`config.mk`:
```
export PLATFORM = sky130hd
export DESIGN_NAME = spindle_speed_regulator_top_flat
export DESIGN_NICKNAME = d
export VERILOG_FILES = /design/src/rtl/ssr_pkg.sv /design/src/rtl/ssr_if.sv /design/src/rtl/ssr_cfg.sv /design/src/rtl/ssr_law.sv /design/src/rtl/ssr_core.sv /design/src/rtl/spindle_speed_regulator_top.sv /design/src/flat_wrapper.sv
export SDC_FILE = /design/constraint.sdc
export NUM_CORES = 1
export LEC_CHECK = 0
export BUFFER_PORTS_ARGS = -buffer_cell sky130_fd_sc_hd__buf_2
export CAP_MARGIN = 20
export CORE_MARGIN = 3
export CORE_UTILIZATION = 40
export DETAILED_ROUTE_END_ITERATION = 12
export PLACE_DENSITY = 0.65
export SLEW_MARGIN = 10
export SYNTH_ARGS = -nofsm -noshare
export SYNTH_HDL_FRONTEND = slang
export SYNTH_SLANG_ARGS = --single-unit
```
`constraint.sdc`:
```
create_clock -name clk_i -period 20.2 [get_ports clk_i]
set_input_delay 1.01 -clock clk_i [delete_from_list [all_inputs] [get_ports clk_i]]
set_output_delay 1.01 -clock clk_i [all_outputs]
set_load 0.005 [all_outputs]
```
`src/rtl/ssr_pkg.sv`:
```
`timescale 1ns / 1ps

package ssr_pkg;

  localparam int unsigned LevelW   = 16;
  localparam int unsigned AdcW     = 10;
  localparam int unsigned DutyW    = 8;
  localparam int unsigned CntW     = 8;
  localparam int unsigned CfgIdxW  = 3;
  localparam int unsigned CfgDataW = 16;

  typedef enum logic [CfgIdxW-1:0] {
    CFG_TACH_INC   = 3'd0,
    CFG_SP_OFFSET  = 3'd1,
    CFG_OUT_OFFSET = 3'd2,
    CFG_DUTY_LIMIT = 3'd3,
    CFG_UPD_DIV    = 3'd4
  } cfg_idx_e;

  typedef enum logic {
    KIND_TACH = 1'b0,
    KIND_TICK = 1'b1
  } kind_e;

  typedef struct packed {
    logic [LevelW-1:0] tach_increment;
    logic [LevelW-1:0] setpoint_offset;
    logic [DutyW-1:0]  output_offset;
    logic [DutyW-1:0]  duty_limit;
    logic [CntW-1:0]   update_divide;
  } cfg_t;

  localparam cfg_t CfgReset = '{
    tach_increment:  16'd358,
    setpoint_offset: 16'd450,
    output_offset:   8'd128,
    duty_limit:      8'd160,
    update_divide:   8'd64
  };

endpackage

```
`src/rtl/ssr_if.sv`:
```
`timescale 1ns / 1ps

interface ssr_in_if;
  logic                       valid;
  logic                       ready;
  logic                       kind;
  logic [ssr_pkg::AdcW-1:0]   adc_sample;

  modport source (output valid, output kind, output adc_sample, input ready);
  modport sink   (input valid, input kind, input adc_sample, output ready);
  modport monitor (input valid, input kind, input adc_sample, input ready);
endinterface

interface ssr_out_if;
  logic                       valid;
  logic                       ready;
  logic [ssr_pkg::DutyW-1:0]  pwm_duty;
  logic [ssr_pkg::LevelW-1:0] tach_level;

  modport source (output valid, output pwm_duty, output tach_level, input ready);
  modport sink   (input valid, input pwm_duty, input tach_level, output ready);
  modport monitor (input valid, input pwm_duty, input tach_level, input ready);
endinterface

```
`src/rtl/ssr_cfg.sv`:
```
`timescale 1ns / 1ps

module ssr_cfg (
  input  logic                          clk_i,
  input  logic                          rst_ni,
  input  logic                          cfg_we_i,
  input  logic [ssr_pkg::CfgIdxW-1:0]   cfg_idx_i,
  input  logic [ssr_pkg::CfgDataW-1:0]  cfg_wdata_i,
  output ssr_pkg::cfg_t                 cfg_o
);
  import ssr_pkg::*;

  cfg_t cfg_q, cfg_d;

  always_comb begin
    cfg_d = cfg_q;
    if (cfg_we_i) begin
      unique case (cfg_idx_i)
        CFG_TACH_INC:   cfg_d.tach_increment  = cfg_wdata_i[LevelW-1:0];
        CFG_SP_OFFSET:  cfg_d.setpoint_offset = cfg_wdata_i[LevelW-1:0];
        CFG_OUT_OFFSET: cfg_d.output_offset   = cfg_wdata_i[DutyW-1:0];
        CFG_DUTY_LIMIT: cfg_d.duty_limit      = cfg_wdata_i[DutyW-1:0];
        CFG_UPD_DIV:    cfg_d.update_divide   = cfg_wdata_i[CntW-1:0];
        default:        cfg_d = cfg_q;
      endcase
    end
  end

  always_ff @(posedge clk_i or negedge rst_ni) begin
    if (!rst_ni) begin
      cfg_q <= CfgReset;
    end else begin
      cfg_q <= cfg_d;
    end
  end

  assign cfg_o = cfg_q;

endmodule

```
`src/rtl/ssr_law.sv`:
```
`timescale 1ns / 1ps

module ssr_law (
  input  logic [ssr_pkg::LevelW-1:0] level_i,
  input  logic [ssr_pkg::AdcW-1:0]   adc_i,
  input  ssr_pkg::cfg_t              cfg_i,
  output logic [ssr_pkg::LevelW-1:0] level_o,
  output logic [ssr_pkg::DutyW-1:0]  duty_o
);
  import ssr_pkg::*;

  logic [LevelW-1:0]        decayed;
  logic [LevelW-1:0]        setpoint;
  logic [LevelW-1:0]        diff;
  logic signed [LevelW:0]   rounded;
  logic signed [LevelW-1:0] half;
  logic signed [LevelW:0]   err;
  logic signed [LevelW:0]   limit_s;

  // ~0.9 decay by alternating shift terms, modulo 2^16
  assign decayed = level_i - (level_i >> 3) + (level_i >> 5) - (level_i >> 7)
                 + (level_i >> 9) - (level_i >> 11) + (level_i >> 13)
                 - (level_i >> 15);

  assign setpoint = {{(LevelW-AdcW-2){1'b0}}, adc_i, 2'b00} + cfg_i.setpoint_offset;
  assign diff     = setpoint - decayed;

  // halve toward zero: bias negatives by one before the arithmetic shift
  assign rounded = $signed({diff[LevelW-1], diff}) + $signed({{LevelW{1'b0}}, diff[LevelW-1]});
  assign half    = rounded[LevelW:1];
  assign err     = $signed({half[LevelW-1], half})
                 + $signed({{(LevelW+1-DutyW){1'b0}}, cfg_i.output_offset});
  assign limit_s = $signed({{(LevelW+1-DutyW){1'b0}}, cfg_i.duty_limit});

  always_comb begin
    if (err > limit_s) begin
      duty_o = cfg_i.duty_limit;
    end else if (err[LevelW]) begin
      duty_o = '0;
    end else begin
      duty_o = err[DutyW-1:0];
    end
  end

  assign level_o = decayed;

endmodule

```
`src/rtl/ssr_core.sv`:
```
`timescale 1ns / 1ps

module ssr_core (
  input  logic          clk_i,
  input  logic          rst_ni,
  input  ssr_pkg::cfg_t cfg_i,
  ssr_in_if.sink        in_if,
  ssr_out_if.source     out_if
);
  import ssr_pkg::*;

  logic              s1_valid_q;
  logic              s1_kind_q;
  logic [AdcW-1:0]   s1_adc_q;

  logic [LevelW-1:0] level_q, level_d;
  logic [CntW-1:0]   cnt_q, cnt_d;
  logic [CntW-1:0]   cnt_dec;

  logic              out_valid_q;
  logic [DutyW-1:0]  duty_q;
  logic [LevelW-1:0] tach_q;

  logic              out_free;
  logic              advance;
  logic              fire;
  logic              in_ready;
  logic [LevelW-1:0] decayed;
  logic [DutyW-1:0]  duty;

  ssr_law u_law (
    .level_i (level_q),
    .adc_i   (s1_adc_q),
    .cfg_i   (cfg_i),
    .level_o (decayed),
    .duty_o  (duty)
  );

  assign out_free = !out_valid_q || out_if.ready;
  assign advance  = s1_valid_q && out_free;
  assign in_ready = !s1_valid_q || out_free;
  assign cnt_dec  = cnt_q - 1'b1;

  always_comb begin
    level_d = level_q;
    cnt_d   = cnt_q;
    fire    = 1'b0;
    if (advance) begin
      if (s1_kind_q == KIND_TACH) begin
        level_d = level_q + cfg_i.tach_increment;
      end else begin
        cnt_d = cnt_dec;
        if (cnt_dec == '0) begin
          cnt_d   = cfg_i.update_divide;
          level_d = decayed;
          fire    = 1'b1;
        end
      end
    end
  end

  always_ff @(posedge clk_i or negedge rst_ni) begin
    if (!rst_ni) begin
      s1_valid_q  <= 1'b0;
      level_q     <= '0;
      cnt_q       <= '0;
      out_valid_q <= 1'b0;
    end else begin
      if (in_ready) begin
        s1_valid_q <= in_if.valid;
      end
      level_q <= level_d;
      cnt_q   <= cnt_d;
      if (out_free) begin
        out_valid_q <= fire;
      end
    end
  end

  always_ff @(posedge clk_i) begin
    if (in_ready && in_if.valid) begin
      s1_kind_q <= in_if.kind;
      s1_adc_q  <= in_if.adc_sample;
    end
    if (fire) begin
      duty_q <= duty;
      tach_q <= decayed;
    end
  end

  assign in_if.ready       = in_ready;
  assign out_if.valid      = out_valid_q;
  assign out_if.pwm_duty   = duty_q;
  assign out_if.tach_level = tach_q;

endmodule

```
`src/rtl/spindle_speed_regulator_top.sv`:
```
// channel | dir | fields                      | transaction when
// in_if   | in  | kind, adc_sample            | valid && ready
// out_if  | out | pwm_duty, tach_level        | valid && ready
// cfg     | in  | cfg_idx_i, cfg_wdata_i      | cfg_we_i
//
// One transaction per cycle in if ready; input register, one logic stage, output register.
// A tick's result moves from the input register into the output register; stalls hold it.
// in_if.ready drops only while a stage holds an item and the sink holds off a valid result.
// Reset clears level, tick countdown and registers to defaults; no clearing pass.
`timescale 1ns / 1ps

module spindle_speed_regulator_top (
  input  logic                          clk_i,
  input  logic                          rst_ni,
  ssr_in_if.sink                        in_if,
  ssr_out_if.source                     out_if,
  input  logic                          cfg_we_i,
  input  logic [ssr_pkg::CfgIdxW-1:0]   cfg_idx_i,
  input  logic [ssr_pkg::CfgDataW-1:0]  cfg_wdata_i
);
  import ssr_pkg::*;

  cfg_t cfg;

  ssr_cfg u_cfg (
    .clk_i       (clk_i),
    .rst_ni      (rst_ni),
    .cfg_we_i    (cfg_we_i),
    .cfg_idx_i   (cfg_idx_i),
    .cfg_wdata_i (cfg_wdata_i),
    .cfg_o       (cfg)
  );

  ssr_core u_core (
    .clk_i  (clk_i),
    .rst_ni (rst_ni),
    .cfg_i  (cfg),
    .in_if  (in_if),
    .out_if (out_if)
  );

endmodule

```
`src/flat_wrapper.sv`:
```
// flat-port wrapper written by rule: the top's interface ports become plain ports
module spindle_speed_regulator_top_flat import ssr_pkg::*;
  (clk_i, rst_ni, cfg_we_i, cfg_idx_i, cfg_wdata_i, in_if_valid, in_if_kind, in_if_adc_sample, in_if_ready, out_if_valid, out_if_pwm_duty, out_if_tach_level, out_if_ready);
  ssr_in_if in_if_i ();
  ssr_out_if out_if_i ();
  input  logic clk_i;
  input  logic rst_ni;
  input  logic cfg_we_i;
  input  logic [ssr_pkg::CfgIdxW-1:0] cfg_idx_i;
  input  logic [ssr_pkg::CfgDataW-1:0] cfg_wdata_i;
  input wire logic [$bits(in_if_i.valid)-1:0] in_if_valid;
  input wire logic [$bits(in_if_i.kind)-1:0] in_if_kind;
  input wire logic [$bits(in_if_i.adc_sample)-1:0] in_if_adc_sample;
  output wire logic [$bits(in_if_i.ready)-1:0] in_if_ready;
  output wire logic [$bits(out_if_i.valid)-1:0] out_if_valid;
  output wire logic [$bits(out_if_i.pwm_duty)-1:0] out_if_pwm_duty;
  output wire logic [$bits(out_if_i.tach_level)-1:0] out_if_tach_level;
  input wire logic [$bits(out_if_i.ready)-1:0] out_if_ready;
  assign in_if_i.valid = in_if_valid;
  assign in_if_i.kind = in_if_kind;
  assign in_if_i.adc_sample = in_if_adc_sample;
  assign in_if_ready = in_if_i.ready;
  assign out_if_valid = out_if_i.valid;
  assign out_if_pwm_duty = out_if_i.pwm_duty;
  assign out_if_tach_level = out_if_i.tach_level;
  assign out_if_i.ready = out_if_ready;
  spindle_speed_regulator_top u_core (.clk_i(clk_i), .rst_ni(rst_ni), .in_if(in_if_i), .out_if(out_if_i), .cfg_we_i(cfg_we_i), .cfg_idx_i(cfg_idx_i), .cfg_wdata_i(cfg_wdata_i));
endmodule
```
; Word-level counts from Yosys, hierarchy flattened
; Cells that the tools add are included.
[classes]
eq_ne = 5
order_cmp = 1
n_reduce_logical = 15
mux = 8
n_addsub = 13
[ops]
columns = operator, n
row1 = 16-bit 2-to-1 mux, 2
row2 = 8-bit 2-to-1 mux, 3
row3 = 16-bit by 2-bit adder with 17-bit output, 1
row4 = 16-bit by 9-bit adder with 17-bit output, 1
row5 = 17-bit by 9-bit greater-than comparator with 1-bit output, 1
row6 = 12-bit by 16-bit adder with 16-bit output, 1
row7 = 16-bit by 11-bit adder with 16-bit output, 1
row8 = 16-bit adder, 1
row9 = 16-bit by 3-bit adder with 16-bit output, 1
row10 = 16-bit by 7-bit adder with 16-bit output, 1
row11 = 16-bit by 1-bit subtractor with 16-bit output, 1
row12 = 16-bit by 13-bit subtractor with 16-bit output, 1
row13 = 16-bit subtractor, 1
row14 = 16-bit by 5-bit subtractor with 16-bit output, 1
row15 = 16-bit by 9-bit subtractor with 16-bit output, 1
row16 = 2-bit AND reduction, 7
row17 = 8-bit zero test, 1
row18 = "8-bit by 1-bit subtractor with 8-bit output, second input constant", 1
row19 = "3-bit by 2-bit equality test with 1-bit output, second input constant", 2
row20 = "3-bit by 1-bit equality test with 1-bit output, second input constant", 1
row21 = "3-bit equality test, second input constant", 1
row22 = 3-bit zero test, 1
row23 = 1-bit 2-to-1 mux, 3
row24 = 1-bit logical AND, 2
row25 = 3 further kinds, 5
[word_totals]
word_cells = 55
inputBits = 35
output_inout_bits = 26
regBits = 117

; Depth between registers and ports, before layout
[logic_depth]
depth_word = 12
depth_mapped = 49
mapped_depth_nobuf = 49

; Modules after synthesis
; Synthesis repeated with hierarchy kept, for this count alone.
[unflattened]
hier_cells = 954
area_unflattened_um2 = 9786.9
[modules_own_cells]
columns = mod, instances, seq_area_each_um2, area_each_um2, cells_each
row1 = ssr_law, 1, 0.0, 4458.0, 549
row2 = ssr_core, 1, 1701.6, 3180.6, 283
row3 = ssr_cfg, 1, 1417.6, 2148.3, 122

; Worst setup path before layout
; No wires, ideal clock.
[synth_path]
path_type = register -> register
start = register u_core.u_core.level_q[12]
end = register u_core.u_core.duty_q[2] (netlist: u_core.u_core.out_if.pwm_duty[2]), data pin
period_less_slack_ns = 9.952
setup_slack_ns = 10.248
required_ns = 19.937
path_buffers = 0
setup_ns = 0.263
arrival_time_ns = 9.689
stages_incl_launch_ff = 46
cell_sequence = dfrtp_1 inv_1 fa_1 fa_1 fa_1 inv_1 fa_1 inv_1 ha_1 a21o_1 a21oi_1 o21bai_1 a21oi_1 o21bai_1 a21oi_1 o21bai_1 a2111o_1 nand4_1 [... 10 more ...] xnor2_1 ha_1 a21o_1 a21oi_1 o21bai_1 a21oi_1 nor2b_1 o21a_1 nor2_1 xnor2_1 ha_1 nand4_1 nor2_1 a211oi_1 nor3_1 o22a_4 a21oi_2 a211oi_2
[synth_via]
elab_chain_len = 12
word_cells_on_any_way = 13
classes_between = add/sub: 10 / order compare: 1 / mux: 2
[synth_lines]
columns = item, line_no
row1 = from (decl), ssr_core.sv:16  ; logic [LevelW-1:0] level_q, level_d;
row2 = from (signal assigned), ssr_core.sv:72  ; level_q <= level_d;
row3 = 16-bit by 13-bit subtractor with 16-bit output, ssr_law.sv:21  ; assign decayed = level_i - (level_i >> 3) + (level_i >> 5) - (level_i >> 7)
row4 = 16-bit by 11-bit adder with 16-bit output, ssr_law.sv:21
row5 = 16-bit by 9-bit subtractor with 16-bit output, ssr_law.sv:21
row6 = 16-bit by 7-bit adder with 16-bit output, ssr_law.sv:22  ; + (level_i >> 9) - (level_i >> 11) + (level_i >> 13)
row7 = 16-bit by 5-bit subtractor with 16-bit output *, ssr_law.sv:22
row8 = 16-bit by 3-bit adder with 16-bit output *, ssr_law.sv:22
row9 = 16-bit by 1-bit subtractor with 16-bit output *, ssr_law.sv:23  ; - (level_i >> 15);
row10 = named net u_core.u_core.decayed[14], ssr_core.sv:28  ; logic [LevelW-1:0] decayed;
row11 = 16-bit subtractor *, ssr_law.sv:26  ; assign diff = setpoint - decayed;
row12 = 16-bit by 2-bit adder with 17-bit output *, ssr_law.sv:29  ; assign rounded = $signed({diff[LevelW-1], diff}) + $signed({{LevelW{1'b0}}, diff[LevelW-1]});
row13 = 16-bit by 9-bit adder with 17-bit output *, ssr_law.sv:32  ; + $signed({{(LevelW+1-DutyW){1'b0}}, cfg_i.output_offset});
row14 = 17-bit by 9-bit greater-than comparator with 1-bit output or 8-bit 2-to-1 mux (tied branches), "ssr_law.sv:36, ssr_law.sv:38"
row15 = 8-bit 2-to-1 mux *, ssr_law.sv:36  ; if (err > limit_s) begin
row16 = named net u_core.u_core.duty[2], ssr_core.sv:29  ; logic [DutyW-1:0] duty;
row17 = to (signal assigned), ssr_core.sv:86  ; duty_q <= duty;
row18 = to (decl), ssr_core.sv:21  ; logic [DutyW-1:0] duty_q;
; The timed path passes the listed nets; every way through them passes the cells marked *.
; A chain may end at the register's enable or synchronous reset.

; Worst setup path in the final report
; Ends and elaborated chain as after synthesis.

==> summary.md <==
| Metric | Value |
|---|---|
| Status | `finished clean` |
| Vias/cell | `between 5 and 6` |
| CP most frequent cell | `a21oi_1` |
| Row count | `between 50 and 60` |
| Synth top area cells | `dfrtp_1 (18%), ha_1 (13%), fa_1 (11%), edfxtp_1 (11%), inv_1 (5.8%)` |
| Share of layout cells above drive strength 1 | `a little under a fifth` |
| H-tree depth | `4` |
| Initial Util | `41.1%` |
| CTS tree | `built` |
| Final setup vio count | `0` |
| Post-synth top cells | `inv_1 (151), ha_1 (100), dfrtp_1 (69)` |
| Pre-antenna DRT Iters | `4` |
| CP Capture Type | `flip-flop` |
| Initial antenna violation count | `0` |
| Fin. Hold Viols | `0` |
| Fin. max-slew vios | `0` |
| Critical path class | `flip-flop to flip-flop` |
| Startpoint types | `flip-flop` |
| WL final | `23.2 mm` |
| Maximum clock frequency | `between 0.08 and 0.09 GHz` |
| 1st-iter DRT viols | `323` |
| Routed via count | `7302` |
| R2r worst-path depth | `46` |
| Crit-path max cell delay | `slightly below 0.6 ns` |
| Die Area | `~26000 um2` |
| Setup TNS | `0 ns` |
| Hold_buf cts | `0` |
| Grt total ovfl | `0` |
| Final #Nets | `1234` |
| Crit-path slowest cell | `fa_1` |
| Post-DP HPWL | `between 15 and 20 mm` |
| Port buffer count | `60` |
| Most frequent cell after synthesis | `inv_1` |
| Synth area leader | `dfrtp_1` |
| Largest net degree at the start of global routing | `78` |
| Syn avg cell area | `roughly 10 um2` |
| Crit Path Max Fanout | `8` |
| Ys async rst share | `roughly 70%` |
| Wirelength per Cell | `16.8 um` |
| DIE HEIGHT | `between 150 and 200 um` |
| Gr usage total | `a little under a fifth` |
| Period utilization | `between 50% and 60%` |
| CP arrival | `between 10 and 15 ns` |
| # clock sinks | `approximately 120` |
| Sequential-to-total area share from yosys stat | `approximately a third` |
| Top FF cell, synth | `dfrtp_1` |
| Layout Skew | `a little under 0.008 ns` |
| Die X | `162 um` |
| Number of flops mapped to enable cells by yosys | `35` |
| HP Class | `input port to async pin` |
| Required time worst endpoint | `slightly above 20 ns` |
| Worst slew pin tran | `1.00 ns` |
| First-pass GRT wire length | `~38 mm` |
| Cell count after synthesis | `a little under 1000` |
| Clock root buffer | `clkbuf_16` |
| Fin crit period | `~11 ns` |
| ANT cells | `0` |
| Clk buf depth | `2` |
| Clock slew at reported path FFs | `0.06 ns` |
| MaxCap Viol Count | `0` |
| Warnings from Yosys | `0` |
| Ports | `a little over 60` |
| Area delta synth->final | `13.0%` |
| Core region area | `approximately 24000 um2` |
| Synth Register Bits | `about 120` |
| Placer Congestion | `0.859` |
| RSZ-0062 raised after global routing | `false` |
| ANT nets after route | `0` |
| Netlist Area Pre-Place | `9760 um2` |
| Post-CTS Setup Bufs | `0` |
| CTS resizes | `0` |
| Slew HR | `33.2%` |
| Syn nets | `around 1200` |
| Share of the synthesized area in the top cell type | `between 15 and 20%` |
| Synth cell types | `just under 90` |
| Clock latency on the worst-skew pair | `0.42 ns` |
| Post-route DRC violation count | `0` |
| Vias in the first global route | `about 7500` |
| Number of CTS-inserted buffers | `17` |
[worst paths after layout]
path                                                              endpoint                                  start  slack, ns
worst max-delay path            u_core.u_core.out_if.pwm_duty[2]$_DFFE_PP_  u_core.u_core.level_q[12]$_DFFE_PN0P_       8.77
worst min-delay path                    u_core.u_cfg.cfg_o[12]$_DFFE_PN0P_                                 rst_ni       0.38
worst max register to register  u_core.u_core.out_if.pwm_duty[2]$_DFFE_PP_  u_core.u_core.level_q[12]$_DFFE_PN0P_       8.77
worst min register to register          u_core.u_core.cnt_q[7]$_DFFE_PN0P_     u_core.u_core.cnt_q[7]$_DFFE_PN0P_       0.50
max in group asynchronous               u_core.u_cfg.cfg_o[35]$_DFFE_PN0P_                                 rst_ni      18.64
min in group clk_i                      u_core.u_core.cnt_q[7]$_DFFE_PN0P_     u_core.u_core.cnt_q[7]$_DFFE_PN0P_       0.50
[cells by family after synthesis]
| family | Yosys count | share of synthesized area (%) |
|---|---|---|
| DFF | 117 | 32.0 |
| xor gates and xnor gates | 45 | 4.31 |
| adders and majority gates | 153 | 23.7 |
| and+or+nand+nor | 216 | 11.5 |
| buffers and inverters | 167 | 6.52 |
| muxes | 54 | 6.20 |
| AOI/OAI and AO/OA | 224 | 15.8 |
[flip-flops by register name (all words and copies together) (netlist names)]
name / flops
u_core.u_core.cnt_q: 8
u_core.u_cfg.cfg_o: 56
u_core.u_core.s1_valid_q: 1
u_core.u_core.level_q: 16
u_core.u_core.out_if.pwm_duty: 8
u_core.u_core.out_if.valid: 1
u_core.u_core.s1_kind_q: 1
u_core.u_core.s1_adc_q: 10
u_core.u_core.out_if.tach_level: 16
[per-layer routing]
metal / global-route usage, % / vias to the layer above / wire [um]
li1: - / 3563 / -
met1: 23.1 / 3561 / 10100
met2: 31.8 / 130 / 11700
met3: 2.63 / 48 / 728
met4: 7.13 / 0 / 642
met5: 0 / - / 0
[per-stage QoR]
stage / instance area (um2) / setup slack [ns] / hold WS (ns) / cells / utilization (%)
final: 11000 / 8.77 / 0.379 / 1378 / 46.4
after global routing: 11000 / 7.91 / 0.369 / 1378 / 46.4
after detailed placement: 10500 / 8.84 / 0.477 / 1346 / 44.0
after CTS: 11000 / 8.78 / 0.368 / 1378 / 46.4
after floorplan: 9760 / 10.25 / 0.450 / 976 / -
after global placement: 10500 / 9.01 / 0.477 / 1346 / 44.0
[area by class of cell]
class	count	area, um2
clock inverters	15	149
flip-flops and latches	117	3120
multi-input cells	692	6020
repair buffers	67	355
inverters	151	567
fillers	2236	12700
clock buffers	17	425
well taps	319	399
[cell usage in the layout, fill, tap and decap left out, drive strengths merged, types with 5 or more instances in the layout]
cell / instances
o31ai: 6
or2: 5
nor3: 22
a21boi: 14
xnor2: 31
dfstp: 13
nand2: 52
a211oi: 14
clkinv: 6
dfrtp: 69
buf: 67
ha: 100
nor2: 52
mux2: 49
or3: 8
nand3: 19
a21o: 20
o21ai: 55
and3: 8
a21oi: 46
clkbuf: 17
nand2b: 5
o2111ai: 5
nor2b: 10
fa: 53
o211ai: 5
edfxtp: 35
a31oi: 11
nand4: 9
o21a: 10
inv: 156
mux2i: 5
xor2: 14
o21bai: 8
and2: 5
[worst max-delay path, delay by kind of cell (launching register included)]
kind	cells	cell delay, ns
compound gates	19	3.67
fa+ha+maj	10	3.96
simple gates	9	1.38
flops	1	0.53
buf+inv	4	0.39
xor+xnor	4	1.21
Power is not shown: default switching activity piles up to over one toggle a cycle in this logic, so the estimate is an artifact.
